$ cat config.mk
export PLATFORM = sky130hd
export DESIGN_NAME = negation_scope_marker_core
export DESIGN_NICKNAME = d
export VERILOG_FILES = /design/src/nsm_pkg.sv /design/src/nsm_scan.sv /design/src/nsm_emit.sv /design/src/negation_scope_marker_core.sv
export SDC_FILE = /design/constraint.sdc
export NUM_CORES = 1
export LEC_CHECK = 0
export BUFFER_PORTS_ARGS = -buffer_cell sky130_fd_sc_hd__buf_2
export CAP_MARGIN = 0
export CORE_MARGIN = 5
export CORE_UTILIZATION = 25
export CTS_CLUSTER_DIAMETER = 50
export DETAILED_ROUTE_END_ITERATION = 10
export SLEW_MARGIN = 10
export SYNTH_ARGS = -nofsm -noshare
export SYNTH_HDL_FRONTEND = slang
export SYNTH_HIERARCHICAL = 1
export SYNTH_SLANG_ARGS = --single-unit
$ cat constraint.sdc
create_clock -name clk -period 5.05 [get_ports clk]
set_input_delay 1.01 -clock clk [delete_from_list [all_inputs] [get_ports clk]]
set_output_delay 1.01 -clock clk [all_outputs]
set_load 0.05 [all_outputs]
$ cat src/nsm_pkg.sv
// Shared types, constants and helper functions for the negation scope marker.
// Used by every module of the block; depends on nothing else.

package nsm_pkg;

    localparam int unsigned BYTE_W       = 8;
    localparam int unsigned MAX_RESULTS  = 6;
    localparam int unsigned CNT_W        = 3;
    localparam int unsigned KW_COUNT     = 11;
    localparam int unsigned KW_MAXLEN    = 7;
    localparam int unsigned TOK_POS_W    = 4;
    localparam int unsigned KEYWORD_LENGTH_LIMIT = 8;

    localparam logic [BYTE_W-1:0] CHAR_SPACE   = 8'h20;
    localparam logic [BYTE_W-1:0] CHAR_NEWLINE = 8'h0A;
    localparam logic [KW_COUNT-1:0] ALL_CANDIDATES = '1;

    typedef logic [BYTE_W-1:0] byte_t;

    typedef struct packed {
        logic                    inside_token;
        logic                    negating;
        logic                    holding_punct;
        byte_t                   held_byte;
        byte_t                   previous_byte;
        logic [TOK_POS_W-1:0]    token_position;
        logic [KW_COUNT-1:0]     keyword_candidates;
    } scan_state_t;

    // Bytes caused by one input byte, in output order, and how many there are.
    typedef struct packed {
        logic [MAX_RESULTS-1:0][BYTE_W-1:0] data;
        logic [CNT_W-1:0]                   count;
    } result_t;

    function automatic logic is_punct(input byte_t b);
        return (b == "?") || (b == ",") || (b == ";") ||
               (b == "!") || (b == ".") || (b == ":");
    endfunction

    // Keyword text, left-justified, zero padded.
    function automatic logic [KW_MAXLEN*BYTE_W-1:0] kw_text(input logic [3:0] k);
        logic [KW_MAXLEN*BYTE_W-1:0] w;
        case (k)
            4'd0:    w = {"nunca", 16'h0};
            4'd1:    w = {"no", 40'h0};
            4'd2:    w = {"nada", 24'h0};
            4'd3:    w = {"ningun", 8'h0};
            4'd4:    w = {"ni", 40'h0};
            4'd5:    w = "ninguno";
            4'd6:    w = "ninguna";
            4'd7:    w = {"jam", 8'hC3, 8'hA1, "s", 8'h00};
            4'd8:    w = {"jamas", 16'h0};
            4'd9:    w = "tampoco";
            4'd10:   w = {"sin", 32'h0};
            default: w = '0;
        endcase
        return w;
    endfunction

    function automatic logic [2:0] kw_len(input logic [3:0] k);
        logic [2:0] l;
        case (k)
            4'd0:    l = 3'd5;
            4'd1:    l = 3'd2;
            4'd2:    l = 3'd4;
            4'd3:    l = 3'd6;
            4'd4:    l = 3'd2;
            4'd5:    l = 3'd7;
            4'd6:    l = 3'd7;
            4'd7:    l = 3'd6;
            4'd8:    l = 3'd5;
            4'd9:    l = 3'd7;
            4'd10:   l = 3'd3;
            default: l = 3'd0;
        endcase
        return l;
    endfunction

    function automatic byte_t kw_char(input logic [3:0] k, input logic [2:0] pos);
        logic [KW_MAXLEN*BYTE_W-1:0] w;
        w = kw_text(k);
        return w[(KW_MAXLEN*BYTE_W-1) - BYTE_W*pos -: BYTE_W];
    endfunction

    function automatic result_t put_byte(input result_t r, input byte_t b);
        result_t o;
        o = r;
        o.data[o.count] = b;
        o.count = o.count + CNT_W'(1);
        return o;
    endfunction

    function automatic result_t put_prefix(input result_t r);
        result_t o;
        o = put_byte(r, "N");
        o = put_byte(o, "E");
        o = put_byte(o, "G");
        o = put_byte(o, "_");
        return o;
    endfunction

endpackage

$ cat src/nsm_scan.sv
// Token tracking, keyword matching and negation scope state for one text byte.
// Depends on nsm_pkg for the state and result types and the keyword table.

module nsm_scan #(
    parameter int unsigned KEYWORD_LENGTH_LIMIT = nsm_pkg::KEYWORD_LENGTH_LIMIT
) (
    input  logic             clk,
    input  logic             rst_n,
    input  nsm_pkg::byte_t   cur_byte,
    input  logic             advance,
    output nsm_pkg::result_t result
);

    nsm_pkg::scan_state_t state_reg;
    nsm_pkg::scan_state_t state_next;
    logic                 matched;

    // A finished token is a keyword when a surviving candidate has its length.
    always_comb
    begin
        matched = 1'b0;
        for (int k = 0; k < nsm_pkg::KW_COUNT; k++)
        begin
            if (state_reg.keyword_candidates[k] &&
                ({1'b0, nsm_pkg::kw_len(4'(k))} == state_reg.token_position))
            begin
                matched = 1'b1;
            end
        end
    end

    always_comb
    begin
        nsm_pkg::result_t r;
        logic             lone;
        r          = '0;
        lone       = 1'b0;
        state_next = state_reg;

        if (state_reg.holding_punct)
        begin
            state_next.holding_punct = 1'b0;
            if ((cur_byte == nsm_pkg::CHAR_SPACE) || (cur_byte == nsm_pkg::CHAR_NEWLINE))
            begin
                r = nsm_pkg::put_byte(r, state_reg.held_byte);
                state_next.negating = 1'b0;
            end
            else
            begin
                r = nsm_pkg::put_prefix(r);
                r = nsm_pkg::put_byte(r, state_reg.held_byte);
            end
        end

        if (cur_byte == nsm_pkg::CHAR_NEWLINE)
        begin
            if (state_reg.previous_byte == nsm_pkg::CHAR_SPACE)
            begin
                r = nsm_pkg::put_byte(r, nsm_pkg::CHAR_SPACE);
            end
            r = nsm_pkg::put_byte(r, nsm_pkg::CHAR_NEWLINE);
            state_next.negating           = 1'b0;
            state_next.inside_token       = 1'b0;
            state_next.previous_byte      = nsm_pkg::CHAR_NEWLINE;
            state_next.token_position     = '0;
            state_next.keyword_candidates = nsm_pkg::ALL_CANDIDATES;
        end
        else if (cur_byte == nsm_pkg::CHAR_SPACE)
        begin
            if (state_reg.inside_token)
            begin
                if (state_next.negating)
                begin
                    if (nsm_pkg::is_punct(state_reg.previous_byte))
                    begin
                        state_next.negating = 1'b0;
                    end
                end
                else if (matched)
                begin
                    state_next.negating = 1'b1;
                end
                state_next.inside_token       = 1'b0;
                state_next.previous_byte      = nsm_pkg::CHAR_SPACE;
                state_next.token_position     = '0;
                state_next.keyword_candidates = nsm_pkg::ALL_CANDIDATES;
            end
        end
        else
        begin
            if (!state_reg.inside_token)
            begin
                if (state_reg.previous_byte == nsm_pkg::CHAR_SPACE)
                begin
                    r = nsm_pkg::put_byte(r, nsm_pkg::CHAR_SPACE);
                end
                state_next.inside_token       = 1'b1;
                state_next.token_position     = '0;
                state_next.keyword_candidates = nsm_pkg::ALL_CANDIDATES;
                // Punctuation opening a token in scope waits one byte to see
                // whether it stands alone.
                if (state_next.negating && nsm_pkg::is_punct(cur_byte))
                begin
                    lone                     = 1'b1;
                    state_next.holding_punct = 1'b1;
                    state_next.held_byte     = cur_byte;
                end
                else if (state_next.negating)
                begin
                    r = nsm_pkg::put_prefix(r);
                end
            end
            if (!lone)
            begin
                r = nsm_pkg::put_byte(r, cur_byte);
            end
            for (int k = 0; k < nsm_pkg::KW_COUNT; k++)
            begin
                if ((state_next.token_position >= {1'b0, nsm_pkg::kw_len(4'(k))}) ||
                    (nsm_pkg::kw_char(4'(k), state_next.token_position[2:0]) != cur_byte))
                begin
                    state_next.keyword_candidates[k] = 1'b0;
                end
            end
            if (state_next.token_position <
                nsm_pkg::TOK_POS_W'(KEYWORD_LENGTH_LIMIT))
            begin
                state_next.token_position = state_next.token_position + 4'd1;
            end
            state_next.previous_byte = cur_byte;
        end

        result = r;
    end

    always_ff @(posedge clk or negedge rst_n)
    begin
        if (!rst_n)
        begin
            state_reg.inside_token       <= 1'b0;
            state_reg.negating           <= 1'b0;
            state_reg.holding_punct      <= 1'b0;
            state_reg.held_byte          <= '0;
            state_reg.previous_byte      <= '0;
            state_reg.token_position     <= '0;
            state_reg.keyword_candidates <= nsm_pkg::ALL_CANDIDATES;
        end
        else if (advance)
        begin
            state_reg <= state_next;
        end
    end

endmodule

$ cat src/nsm_emit.sv
// Result buffer that holds the bytes caused by one input byte and sends them
// out one per cycle while out_ready is high. Depends on nsm_pkg for the result type.

module nsm_emit (
    input  logic             clk,
    input  logic             rst_n,
    input  logic             load,
    input  nsm_pkg::result_t result,
    output logic             free,
    output logic             out_valid,
    input  logic             out_ready,
    output nsm_pkg::byte_t   out_byte,
    output logic             last_of_run
);

    logic [nsm_pkg::MAX_RESULTS-1:0][nsm_pkg::BYTE_W-1:0] data_reg;
    logic [nsm_pkg::CNT_W-1:0] cnt_reg;
    logic [nsm_pkg::CNT_W-1:0] idx_reg;
    logic [nsm_pkg::CNT_W-1:0] idx_next;
    logic                      busy_reg;
    logic                      busy_next;
    logic                      is_last;

    assign is_last     = (idx_reg == (cnt_reg - nsm_pkg::CNT_W'(1)));
    assign out_valid   = busy_reg;
    assign out_byte    = data_reg[idx_reg];
    assign last_of_run = is_last;
    // The buffer can take new bytes in the same cycle its final byte leaves.
    assign free        = !busy_reg || (out_ready && is_last);

    always_comb
    begin
        busy_next = busy_reg;
        idx_next  = idx_reg;
        if (busy_reg && out_ready)
        begin
            if (is_last)
            begin
                busy_next = 1'b0;
            end
            else
            begin
                idx_next = idx_reg + nsm_pkg::CNT_W'(1);
            end
        end
        if (load)
        begin
            busy_next = (result.count != '0);
            idx_next  = '0;
        end
    end

    always_ff @(posedge clk or negedge rst_n)
    begin
        if (!rst_n)
        begin
            busy_reg <= 1'b0;
            idx_reg  <= '0;
        end
        else
        begin
            busy_reg <= busy_next;
            idx_reg  <= idx_next;
        end
    end

    always_ff @(posedge clk)
    begin
        if (load)
        begin
            data_reg <= result.data;
            cnt_reg  <= result.count;
        end
    end

endmodule

$ cat src/negation_scope_marker_core.sv
// Top level of the negation scope marker: input register, byte scanner and
// result buffer. Depends on nsm_pkg, nsm_scan and nsm_emit.
//
//  Channel | Handshake            | Payload
//  --------+----------------------+--------------------------
//  input   | in_valid / in_ready  | in_byte
//  output  | out_valid / out_ready| out_byte, last_of_run
//
// An input byte goes through the input register, then the result buffer.
// The output port carries one byte per cycle while out_ready is high, so an item
// that causes N result bytes holds the result buffer until all N have left; items
// with at most one result byte flow at one per cycle while the output does not stall.
// Reset clears the scope state, the input register and the result buffer.
// A stall on the output holds the buffer, and the input register fills and
// then holds in_ready low until the buffer drains.

module negation_scope_marker_core #(
    parameter int unsigned KEYWORD_LENGTH_LIMIT = nsm_pkg::KEYWORD_LENGTH_LIMIT
) (
    input  logic           clk,
    input  logic           rst_n,
    input  logic           in_valid,
    output logic           in_ready,
    input  nsm_pkg::byte_t in_byte,
    output logic           out_valid,
    input  logic           out_ready,
    output nsm_pkg::byte_t out_byte,
    output logic           last_of_run
);

    nsm_pkg::byte_t   in_byte_reg;
    logic             in_vld_reg;
    logic             in_vld_next;
    logic             load;
    logic             free;
    nsm_pkg::result_t result;

    assign load        = in_vld_reg && free;
    assign in_ready    = !in_vld_reg || load;
    assign in_vld_next = (in_valid && in_ready) || (in_vld_reg && !load);

    always_ff @(posedge clk or negedge rst_n)
    begin
        if (!rst_n)
        begin
            in_vld_reg <= 1'b0;
        end
        else
        begin
            in_vld_reg <= in_vld_next;
        end
    end

    always_ff @(posedge clk)
    begin
        if (in_valid && in_ready)
        begin
            in_byte_reg <= in_byte;
        end
    end

    nsm_scan #(
        .KEYWORD_LENGTH_LIMIT(KEYWORD_LENGTH_LIMIT)
    ) u_scan (
        .clk      (clk),
        .rst_n    (rst_n),
        .cur_byte (in_byte_reg),
        .advance  (load),
        .result   (result)
    );

    nsm_emit u_emit (
        .clk         (clk),
        .rst_n       (rst_n),
        .load        (load),
        .result      (result),
        .free        (free),
        .out_valid   (out_valid),
        .out_ready   (out_ready),
        .out_byte    (out_byte),
        .last_of_run (last_of_run)
    );

endmodule

==> results of run 1 <==
==> cells by family (layout without fill, tap and decap cells) <==
group                      count (synthesis)  in the layout  share of synthesized area
and+or+nand+nor                          285            285                      0.202
buffers and inverters                    102             92                     0.0626
DFF                                       98             98                      0.385
muxes                                     28             28                     0.0546
adders and majority gates                 12             12                     0.0209
AOI/OAI and AO/OA                        251            251                      0.234
xor gates and xnor gates                  30             30                     0.0411
==> stage by stage <==
step | hold slack (ps) | worst slack (ps)
finish | 481 | 1420
global route | 517 | 1200
CTS | 485 | 1460
detailed placement | 468 | 1480
global placement | 455 | 1550
floorplan | 442 | 1290
==> path summary, 6_finish.rpt <==
path / endpoint / slack [ps]
min in group asynchronous: u_emit/idx_reg[2]$_DFFE_PN0P_ / 790
setup reg to reg: u_emit/out_valid$_DFFE_PN0P_ / 1420
setup / recovery: u_emit/out_valid$_DFFE_PN0P_ / 1420
hold / removal: u_scan/state_reg[22]$_DFFE_PN0P_ / 480
hold reg to reg: u_scan/state_reg[22]$_DFFE_PN0P_ / 480
max in group asynchronous: u_scan/state_reg[23]$_DFFE_PN0P_ / 3630
==> synth_stat cells, drive strengths merged, types with 3 or more instances <==
cell | n | share of area
o22ai | 21 | 0.018
a32oi | 3 | 0.0047
or3 | 3 | 0.0026
nor3 | 23 | 0.017
clkbuf | 32 | 0.017
mux2i | 14 | 0.020
nor2 | 60 | 0.031
mux2 | 6 | 0.0099
o211ai | 5 | 0.0052
xor2 | 9 | 0.014
a221o | 3 | 0.0042
a21boi | 5 | 0.0052
clkinv | 6 | 0.0031
a221oi | 4 | 0.0058
and2 | 14 | 0.013
o21ai | 66 | 0.049
ha | 12 | 0.021
a211oi | 7 | 0.0080
nand3 | 29 | 0.020
dfrtp | 28 | 0.098
nor3b | 3 | 0.0054
a21o | 3 | 0.0031
or4 | 5 | 0.0052
a31o | 4 | 0.0049
and3 | 11 | 0.010
nand2 | 82 | 0.043
o2111ai | 3 | 0.0037
xnor2 | 20 | 0.024
buf | 36 | 0.028
a21oi | 57 | 0.042
edfxtp | 59 | 0.25
o31ai | 13 | 0.014
nor2b | 11 | 0.0096
a31oi | 13 | 0.013
o21a | 10 | 0.010
nand4 | 13 | 0.011
nand2b | 7 | 0.0071
mux4 | 8 | 0.025
o221ai | 6 | 0.0073
nor4 | 12 | 0.013
dfstp | 11 | 0.040
inv | 28 | 0.015
a22oi | 3 | 0.0031
==> routing by layer <==
metal	share of wire	vias to the layer above	GRT usage
met4	0.025	0	0.0436
met5	0	-	0
met3	0.079	45	0.0277
li1	-	2972	-
met1	0.45	3055	0.196
met2	0.44	307	0.205
==> worst max-delay path: stages (launching register included) <==
cell	delay (ps)
sky130_fd_sc_hd__dfrtp_1	390
sky130_fd_sc_hd__or4_1	580
sky130_fd_sc_hd__or3_1	450
sky130_fd_sc_hd__ha_1	330
sky130_fd_sc_hd__a21boi_0	480
sky130_fd_sc_hd__inv_1	140
sky130_fd_sc_hd__ha_1	230
sky130_fd_sc_hd__o21ai_0	200
sky130_fd_sc_hd__xnor2_1	150
sky130_fd_sc_hd__nor2_1	70
sky130_fd_sc_hd__nor3_1	260
sky130_fd_sc_hd__nor2_1	70
sky130_fd_sc_hd__a31o_1	180
==> report_power, final <==
part / switching [mW] / internal (mW)
clock: 0.335 / 0.393
sequential: 0.243 / 1.31
combinational: 1.84 / 0.947
==> final cells by class <==
| class | count | area, sq um | share of cell area |
|---|---|---|---|
| repair buffers | 42 | 260 | 0.0329 |
| multi-input cells | 606 | 3970 | 0.502 |
| clock inverters | 7 | 82.6 | 0.0104 |
| clock buffers | 9 | 225 | 0.0285 |
| well taps | 384 | 480 | 0.0608 |
| flip-flops and latches | 98 | 2760 | 0.349 |
| inverters | 34 | 128 | 0.0161 |
==> Implementation_results.wiki, run 1 <==
{| class="wikitable"
! Metric !! Value
|-
| Status || completed
|-
| Wire length after detailed routing || 22,600 microns
|-
| DRT iter0 DRCs || 875
|-
| Clock tree from TritonCTS || yes
|-
| Worst hold stages || 2
|-
| CTS-repair resized insts || 0
|-
| Worst max-slew margin expressed relative to the limit || 0.307
|-
| Avg WL per Cell || 19.1 microns
|-
| Number of max-slew violations in the final report || 0
|-
| Largest net degree at the start of global routing || 65
|-
| Power density over cell area || 641 mW/mm^2
|-
| Origin of the worst setup path || u_scan/state_reg[16]$_DFFE_PN0P_
|-
| Startpoint of the tightest hold check path || u_scan/state_reg[22]$_DFFE_PN0P_
|-
| Crit path max fanout || 6
|-
| #FFs+latches synth || 98
|-
| Fill cells || 3,101
|-
| Unique masters post-synth || 95
|-
| Most common cell after layout, fill and taps aside || sky130_fd_sc_hd__nand2_1
|-
| NumNets Final || 815
|-
| Worst-case clock skew || 13.4 ps
|-
| Cell leakage power || 2.86 nW
|-
| Boundary pin count || 23
|-
| Number of antenna violations at the first check in global routing || 0
|-
| Type of destination of the critical path || flop
|-
| Sort of element at the start of the critical path || flop
|-
| Number of global-route vias before repair || 5,909
|-
| Post-synthesis instance area || 0.00718 sq mm
|-
| CTS clock-pin slew for the worst setup and hold paths || 70 ps
|-
| Reported max-cap violation count || 0
|-
| Source-to-sink clock delay at the later pin of the worst-skew pair || 360 ps
|-
| Buffers inserted during post-CTS setup optimization || 0
|-
| Number of flip-flops under the largest register name || 48
|-
| Synthesized Nets || 830
|-
| TritonCTS sink count || 98
|-
| Global-route wire length before repair || 35,200 microns
|-
| Global routing usage summed across all routing layers || 0.136
|-
| Antenna Diode Count || 0
|-
| Endpoints failing setup || 0
|-
| Crit Reg-Reg Startpoint || u_scan/state_reg[16]$_DFFE_PN0P_
|-
| Number of synthesized flops with an enable pin || 59
|-
| Number of instances in the placed design || 1,164
|-
| CTS HTree Levels || 3
|-
| Synthesized netlist cell count || 806
|-
| Unrepaired setup endpoints after global routing || no
|-
| Highest Clock Rate || 276 MHz
|-
| Start-to-end type of the worst setup path || flop to flop
|-
| Number of buffers on the longest clock path || 2
|-
| Iteration count of the initial detailed-routing pass || 6
|-
| Highest-count cells in the layout ignoring fill and taps || 82 x sky130_fd_sc_hd__nand2_1, 61 x sky130_fd_sc_hd__o21ai_0, 60 x sky130_fd_sc_hd__nor2_1, 59 x sky130_fd_sc_hd__edfxtp_1, 54 x sky130_fd_sc_hd__a21oi_1
|-
| Height of the die || 179 microns
|-
| Post-synthesis async set-or-reset flop share || 0.398
|-
| Row cnt || 62
|-
| DRC Markers || 0
|-
| Worst Hold Class || flop to flop
|-
| Final hold viol count || 0
|-
| Final weighted congestion of routability-driven global placement || 0.950
|-
| Worst voltage drop across the vdd grid || 286 uV
|-
| Area of the die || 0.0322 sq mm
|-
| Final core utilization || 0.277
|-
| X dimension of the die || 179 microns
|-
| Initial cell density of the core || 0.251
|-
| CTS Root Buffer Type || sky130_fd_sc_hd__clkbuf_16
|-
| CTS hold repair buffers || 0
|-
| Final standard cell area without fillers || 0.00791 sq mm
|-
| Top flip-flop cell by instance count after synthesis || sky130_fd_sc_hd__edfxtp_1
|-
| Routed via count || 6,379
|-
| Via/cell ratio || 5.41
|-
| Critical Path RT || 5300 ps
|-
| HPWL after detailed placement || 15,700 microns
|-
| Post-place instance area || 0.00760 sq mm
|-
| Placeable core region || 0.0285 sq mm
|-
| Clock buffers created by TritonCTS || 9
|-
| Transition time at the pin with the least slew margin || 1040 ps
|-
| Sequential cell area fraction in the yosys report || 0.385
|-
| Buffers on Ports || 22
|-
| Area delta synth->final || 10.1%
|-
| Critical path arrival || 3880 ps
|-
| Final worst path period share || 0.719
|-
| Per-instance average area after synthesis || 8.91 sq um
|-
| Cells on worst reg2reg path || 12
|-
| Setup TNS || 0 ps
|-
| Count of yosys warnings during synthesis || 6
|-
| Antenna-violating nets left || 0
|-
| Proportion of layout cells with a drive suffix above 1 || 0.141
|-
| Overall power after layout || 5.07 mW
|-
| Tmin final || 3630 ps
|-
| Post-layout instance count excluding filler cells || 1,180
|-
| Overflow left after global routing || 0
|}
Note: power is estimated with default switching activity, not from simulation.
==> run 2, diff against run 1 <==
--- a/config.mk
+++ b/config.mk
@@ -5,6 +5,7 @@
 export SDC_FILE = /design/constraint.sdc
 export NUM_CORES = 1
 export LEC_CHECK = 0
+export ABC_AREA = 1
 export BUFFER_PORTS_ARGS = -buffer_cell sky130_fd_sc_hd__buf_2
 export CAP_MARGIN = 0
 export CORE_MARGIN = 5
==> constraint.sdc (replaced) <==
create_clock -name clk -period 3.29 [get_ports clk]
set_input_delay 0.658 -clock clk [delete_from_list [all_inputs] [get_ports clk]]
set_output_delay 0.658 -clock clk [all_outputs]
set_load 0.05 [all_outputs]
==> run 2 against run 1 <==
Compared with the run above:
- synthesized area is 1.9% lower
- register-to-register slack got worse by 1100 ps
- combinational power rose by 59%
- maximum frequency rose by 24%
- global-route usage is 1.2 points higher
- count of clock-buffer cells in the layout did not move
- clock skew shrank 4.5 ps
- hold slack worse by 75 ps
- cell count is 13% higher
- routed wire length grew 3.3%
- non-clock buffer count is 6 higher
- via count up 4.9%
- critical path type unchanged
- critical endpoint unchanged
- largest cell class unchanged
- highest routed layer unchanged
==> Implementation_results.wiki, run 2 <==
{| class="wikitable"
! Metric !! Value
|-
| Status || completed
|-
| CTS Root Buffer Type || sky130_fd_sc_hd__clkbuf_16
|-
| Number of flip-flops under the largest register name || 48
|-
| HPWL after detailed placement || 17,800 microns
|-
| Cell taking the most area after synthesis || sky130_fd_sc_hd__edfxtp_1
|-
| Final weighted congestion of routability-driven global placement || 1.02
|-
| Number of global-route vias before repair || 6,200
|-
| Height of the die || 178 microns
|-
| Post-synthesis async set-or-reset flop share || 0.398
|-
| Start-to-end type of the worst setup path || flop to flop
|-
| Fill cells || 3,059
|-
| Avg WL per Cell || 17.4 microns
|-
| Wire length after detailed routing || 23,300 microns
|-
| Post-synthesis mux area share || 0
|-
| Global routing usage summed across all routing layers || 0.148
|-
| Post-layout instance count excluding filler cells || 1,339
|-
| Reg-to-reg endpoint || u_emit/out_valid$_DFFE_PN0P_
|-
| Synthesized netlist cell count || 934
|-
| Reported max-cap violation count || 0
|-
| Buffers inserted during post-CTS setup optimization || 0
|-
| Cell leakage power || 3.50 nW
|-
| Endpoints failing setup || 0
|-
| Power density over cell area || 985 mW/mm^2
|-
| Via/cell ratio || 5.00
|-
| Type of destination of the critical path || flop
|-
| #FFs+latches synth || 98
|-
| Critical Path RT || 3540 ps
|-
| Overflow left after global routing || 0
|-
| Initial cell density of the core || 0.254
|-
| Unique masters post-synth || 49
|-
| Area of the die || 0.0316 sq mm
|-
| Placeable core region || 0.0278 sq mm
|-
| Final hold viol count || 0
|-
| DRT iter0 DRCs || 831
|-
| Least setup slack across all paths after layout || 352 ps
|-
| CTS HTree Levels || 3
|-
| Worst-case clock skew || 8.87 ps
|-
| Per-instance average area after synthesis || 7.54 sq um
|-
| Largest cells by area after synthesis || sky130_fd_sc_hd__edfxtp_1 25%, sky130_fd_sc_hd__nand2_1 11%, sky130_fd_sc_hd__dfrtp_1 9.9%
|-
| Final core utilization || 0.285
|-
| Number of antenna violations at the first check in global routing || 0
|-
| Setup TNS || 0 ps
|-
| Area fraction in and, or, nand and nor cells after synthesis || 0.304
|-
| Critical path arrival || 3190 ps
|-
| Antenna-violating nets left || 0
|-
| Largest family of logic cells by synthesized area || simple AND/OR/NAND/NOR gates
|-
| Number of synthesized flops with an enable pin || 59
|-
| Boundary pin count || 23
|-
| CTS-repair resized insts || 0
|-
| Reg-to-reg slack, setup || 350 ps
|-
| Tmin final || 2940 ps
|-
| GRT met2 Usage || 0.227
|-
| Final worst path period share || 0.893
|-
| Buffers on Ports || 22
|-
| Most common cell after layout, fill and taps aside || sky130_fd_sc_hd__nand2_1
|-
| Number of max-slew violations in the final report || 0
|-
| Cell with the most instances after synthesis || sky130_fd_sc_hd__nand2_1
|-
| Met3 track utilization from global routing || 0.0292
|-
| DRC Markers || 0
|-
| NumNets Final || 980
|-
| Highest Clock Rate || 340 MHz
|-
| Top flip-flop cell by instance count after synthesis || sky130_fd_sc_hd__edfxtp_1
|-
| Worst Hold Class || input port to asynchronous set/reset pin
|-
| Worst max-slew margin expressed relative to the limit || 0.383
|-
| Global-route wire length before repair || 36,100 microns
|-
| Synthesized Nets || 958
|-
| CTS clock-pin slew for the worst setup and hold paths || 70 ps
|-
| Unrepaired setup endpoints after global routing || no
|-
| Clock tree from TritonCTS || yes
|-
| Crit path max fanout || 6
|-
| Cells on worst reg2reg path || 11
|-
| X dimension of the die || 178 microns
|-
| Pre-CTS setup slack || 408 ps
|-
| Synthesized-area fraction occupied by adder cells || 0.0213
|-
| Clock buffers created by TritonCTS || 9
|-
| Crit Reg-Reg Startpoint || u_scan/state_reg[22]$_DFFE_PN0P_
|-
| Number of instances in the placed design || 1,323
|-
| Top cell type's share of synthesized area || 0.252
|-
| Post-synthesis instance area || 0.00704 sq mm
|-
| Antenna Diode Count || 0
|-
| Transition time at the pin with the least slew margin || 925 ps
|-
| Source-to-sink clock delay at the later pin of the worst-skew pair || 370 ps
|-
| Worst voltage drop across the vdd grid || 347 uV
|-
| Sequential cell area fraction in the yosys report || 0.392
|-
| Total area of multi-input combinational cells || 0.00366 sq mm
|-
| Largest net degree at the start of global routing || 58
|-
| Highest-count cells in the layout ignoring fill and taps || 203 x sky130_fd_sc_hd__nand2_1, 102 x sky130_fd_sc_hd__nor2_1, 71 x sky130_fd_sc_hd__inv_1, 65 x sky130_fd_sc_hd__o21ai_0, 61 x sky130_fd_sc_hd__a21oi_1
|-
| Met1 Track Usage GR || 0.212
|-
| Area share of xor/xnor cells in the synthesized design || 0.0272
|-
| Most heavily used metal layer in global routing || met2
|-
| Area delta synth->final || 12.3%
|-
| Number of buffers on the longest clock path || 2
|-
| Synth top cells by count || 203 x sky130_fd_sc_hd__nand2_1, 102 x sky130_fd_sc_hd__nor2_1, 72 x sky130_fd_sc_hd__inv_1
|-
| TritonCTS sink count || 98
|-
| CTS hold repair buffers || 0
|-
| Proportion of layout cells with a drive suffix above 1 || 0.165
|-
| Row cnt || 61
|-
| Iteration count of the initial detailed-routing pass || 6
|-
| Synthesized-area fraction occupied by ao, oa, aoi and oai cells || 0.167
|-
| Sort of element at the start of the critical path || flop
|-
| Routed via count || 6,689
|-
| Sequential cell area in the final layout || 0.00276 sq mm
|-
| Count of yosys warnings during synthesis || 6
|}
-- run 2: kinds of logic (layout without fill, tap and decap cells) --
| family | count (synthesis) | count (layout) |
|---|---|---|
| XOR/XNOR | 21 | 21 |
| buffers and inverters | 142 | 169 |
| AO/OA/AOI/OAI | 218 | 218 |
| flip-flops | 98 | 98 |
| adder cells (fa/ha/maj) | 12 | 12 |
| AND/OR/NAND/NOR | 443 | 443 |
-- run 2: metal layers --
metal / wire (microns) / vias to the layer above / part of all wire
met2: 10300 / 279 / 0.44
met5: 0 / - / 0
met4: 522 / 0 / 0.022
met1: 10900 / 3189 / 0.47
met3: 1570 / 40 / 0.067
li1: - / 3181 / -
-- run 2: report_power, final --
| group | internal, mW | switching (mW) | total, mW | leakage (nW) |
|---|---|---|---|---|
| sequential | 2.00 | 0.287 | 2.29 | 1.02 |
| combinational | 1.23 | 3.18 | 4.41 | 2.34 |
| clock | 0.596 | 0.501 | 1.10 | 0.142 |
-- run 2: layout make-up --
type,count,share of cell area
timing repair buffer,48,0.0386
clock buffer,9,0.0285
sequential,98,0.349
multi-input combinational,694,0.463
inverter,105,0.0519
clock inverter,7,0.00980
tap,378,0.0598
-- run 2: worst max path at each step --
stage | start | to | slack (ps) | cells past startpoint
2_1_floorplan | u_emit/cnt_reg[0]$_DFFE_PP_ | u_scan/state_reg[0]$_DFFE_PN1P_ | 150 | 16
3_3_place_gp | in_byte_reg[6]$_DFFE_PP_ | u_emit/data_reg[2]$_DFFE_PP_ | 480 | 16
3_5_place_dp | u_scan/state_reg[22]$_DFFE_PN0P_ | u_emit/out_valid$_DFFE_PN0P_ | 410 | 13
4_1_cts | in_byte_reg[6]$_DFFE_PP_ | u_emit/out_valid$_DFFE_PN0P_ | 400 | 14
5_1_grt | u_scan/state_reg[22]$_DFFE_PN0P_ | u_emit/out_valid$_DFFE_PN0P_ | 180 | 13
6_report | u_scan/state_reg[22]$_DFFE_PN0P_ | u_emit/out_valid$_DFFE_PN0P_ | 350 | 11
-- run 2: critical path: stages, from the launching register on --
cell and delay (ps):
sky130_fd_sc_hd__dfrtp_1 370, sky130_fd_sc_hd__nand3b_1 200, sky130_fd_sc_hd__nor2_1 160, sky130_fd_sc_hd__nand2_1 180, sky130_fd_sc_hd__ha_1 450, sky130_fd_sc_hd__nor2_1 100, sky130_fd_sc_hd__a21oi_2 280, sky130_fd_sc_hd__ha_1 300
sky130_fd_sc_hd__o21ai_0 190, sky130_fd_sc_hd__o22ai_1 180, sky130_fd_sc_hd__o31ai_1 320, sky130_fd_sc_hd__nand2_1 80
-- run 2: through the flow --
step,total power [mW],cell area [sq um],hold slack (ps)
finish,7.80,7910,405
floorplan,5.42,7050,362
CTS,7.80,7910,443
detailed placement,6.68,7610,464
global placement,6.68,7610,460
global route,8.34,7910,450
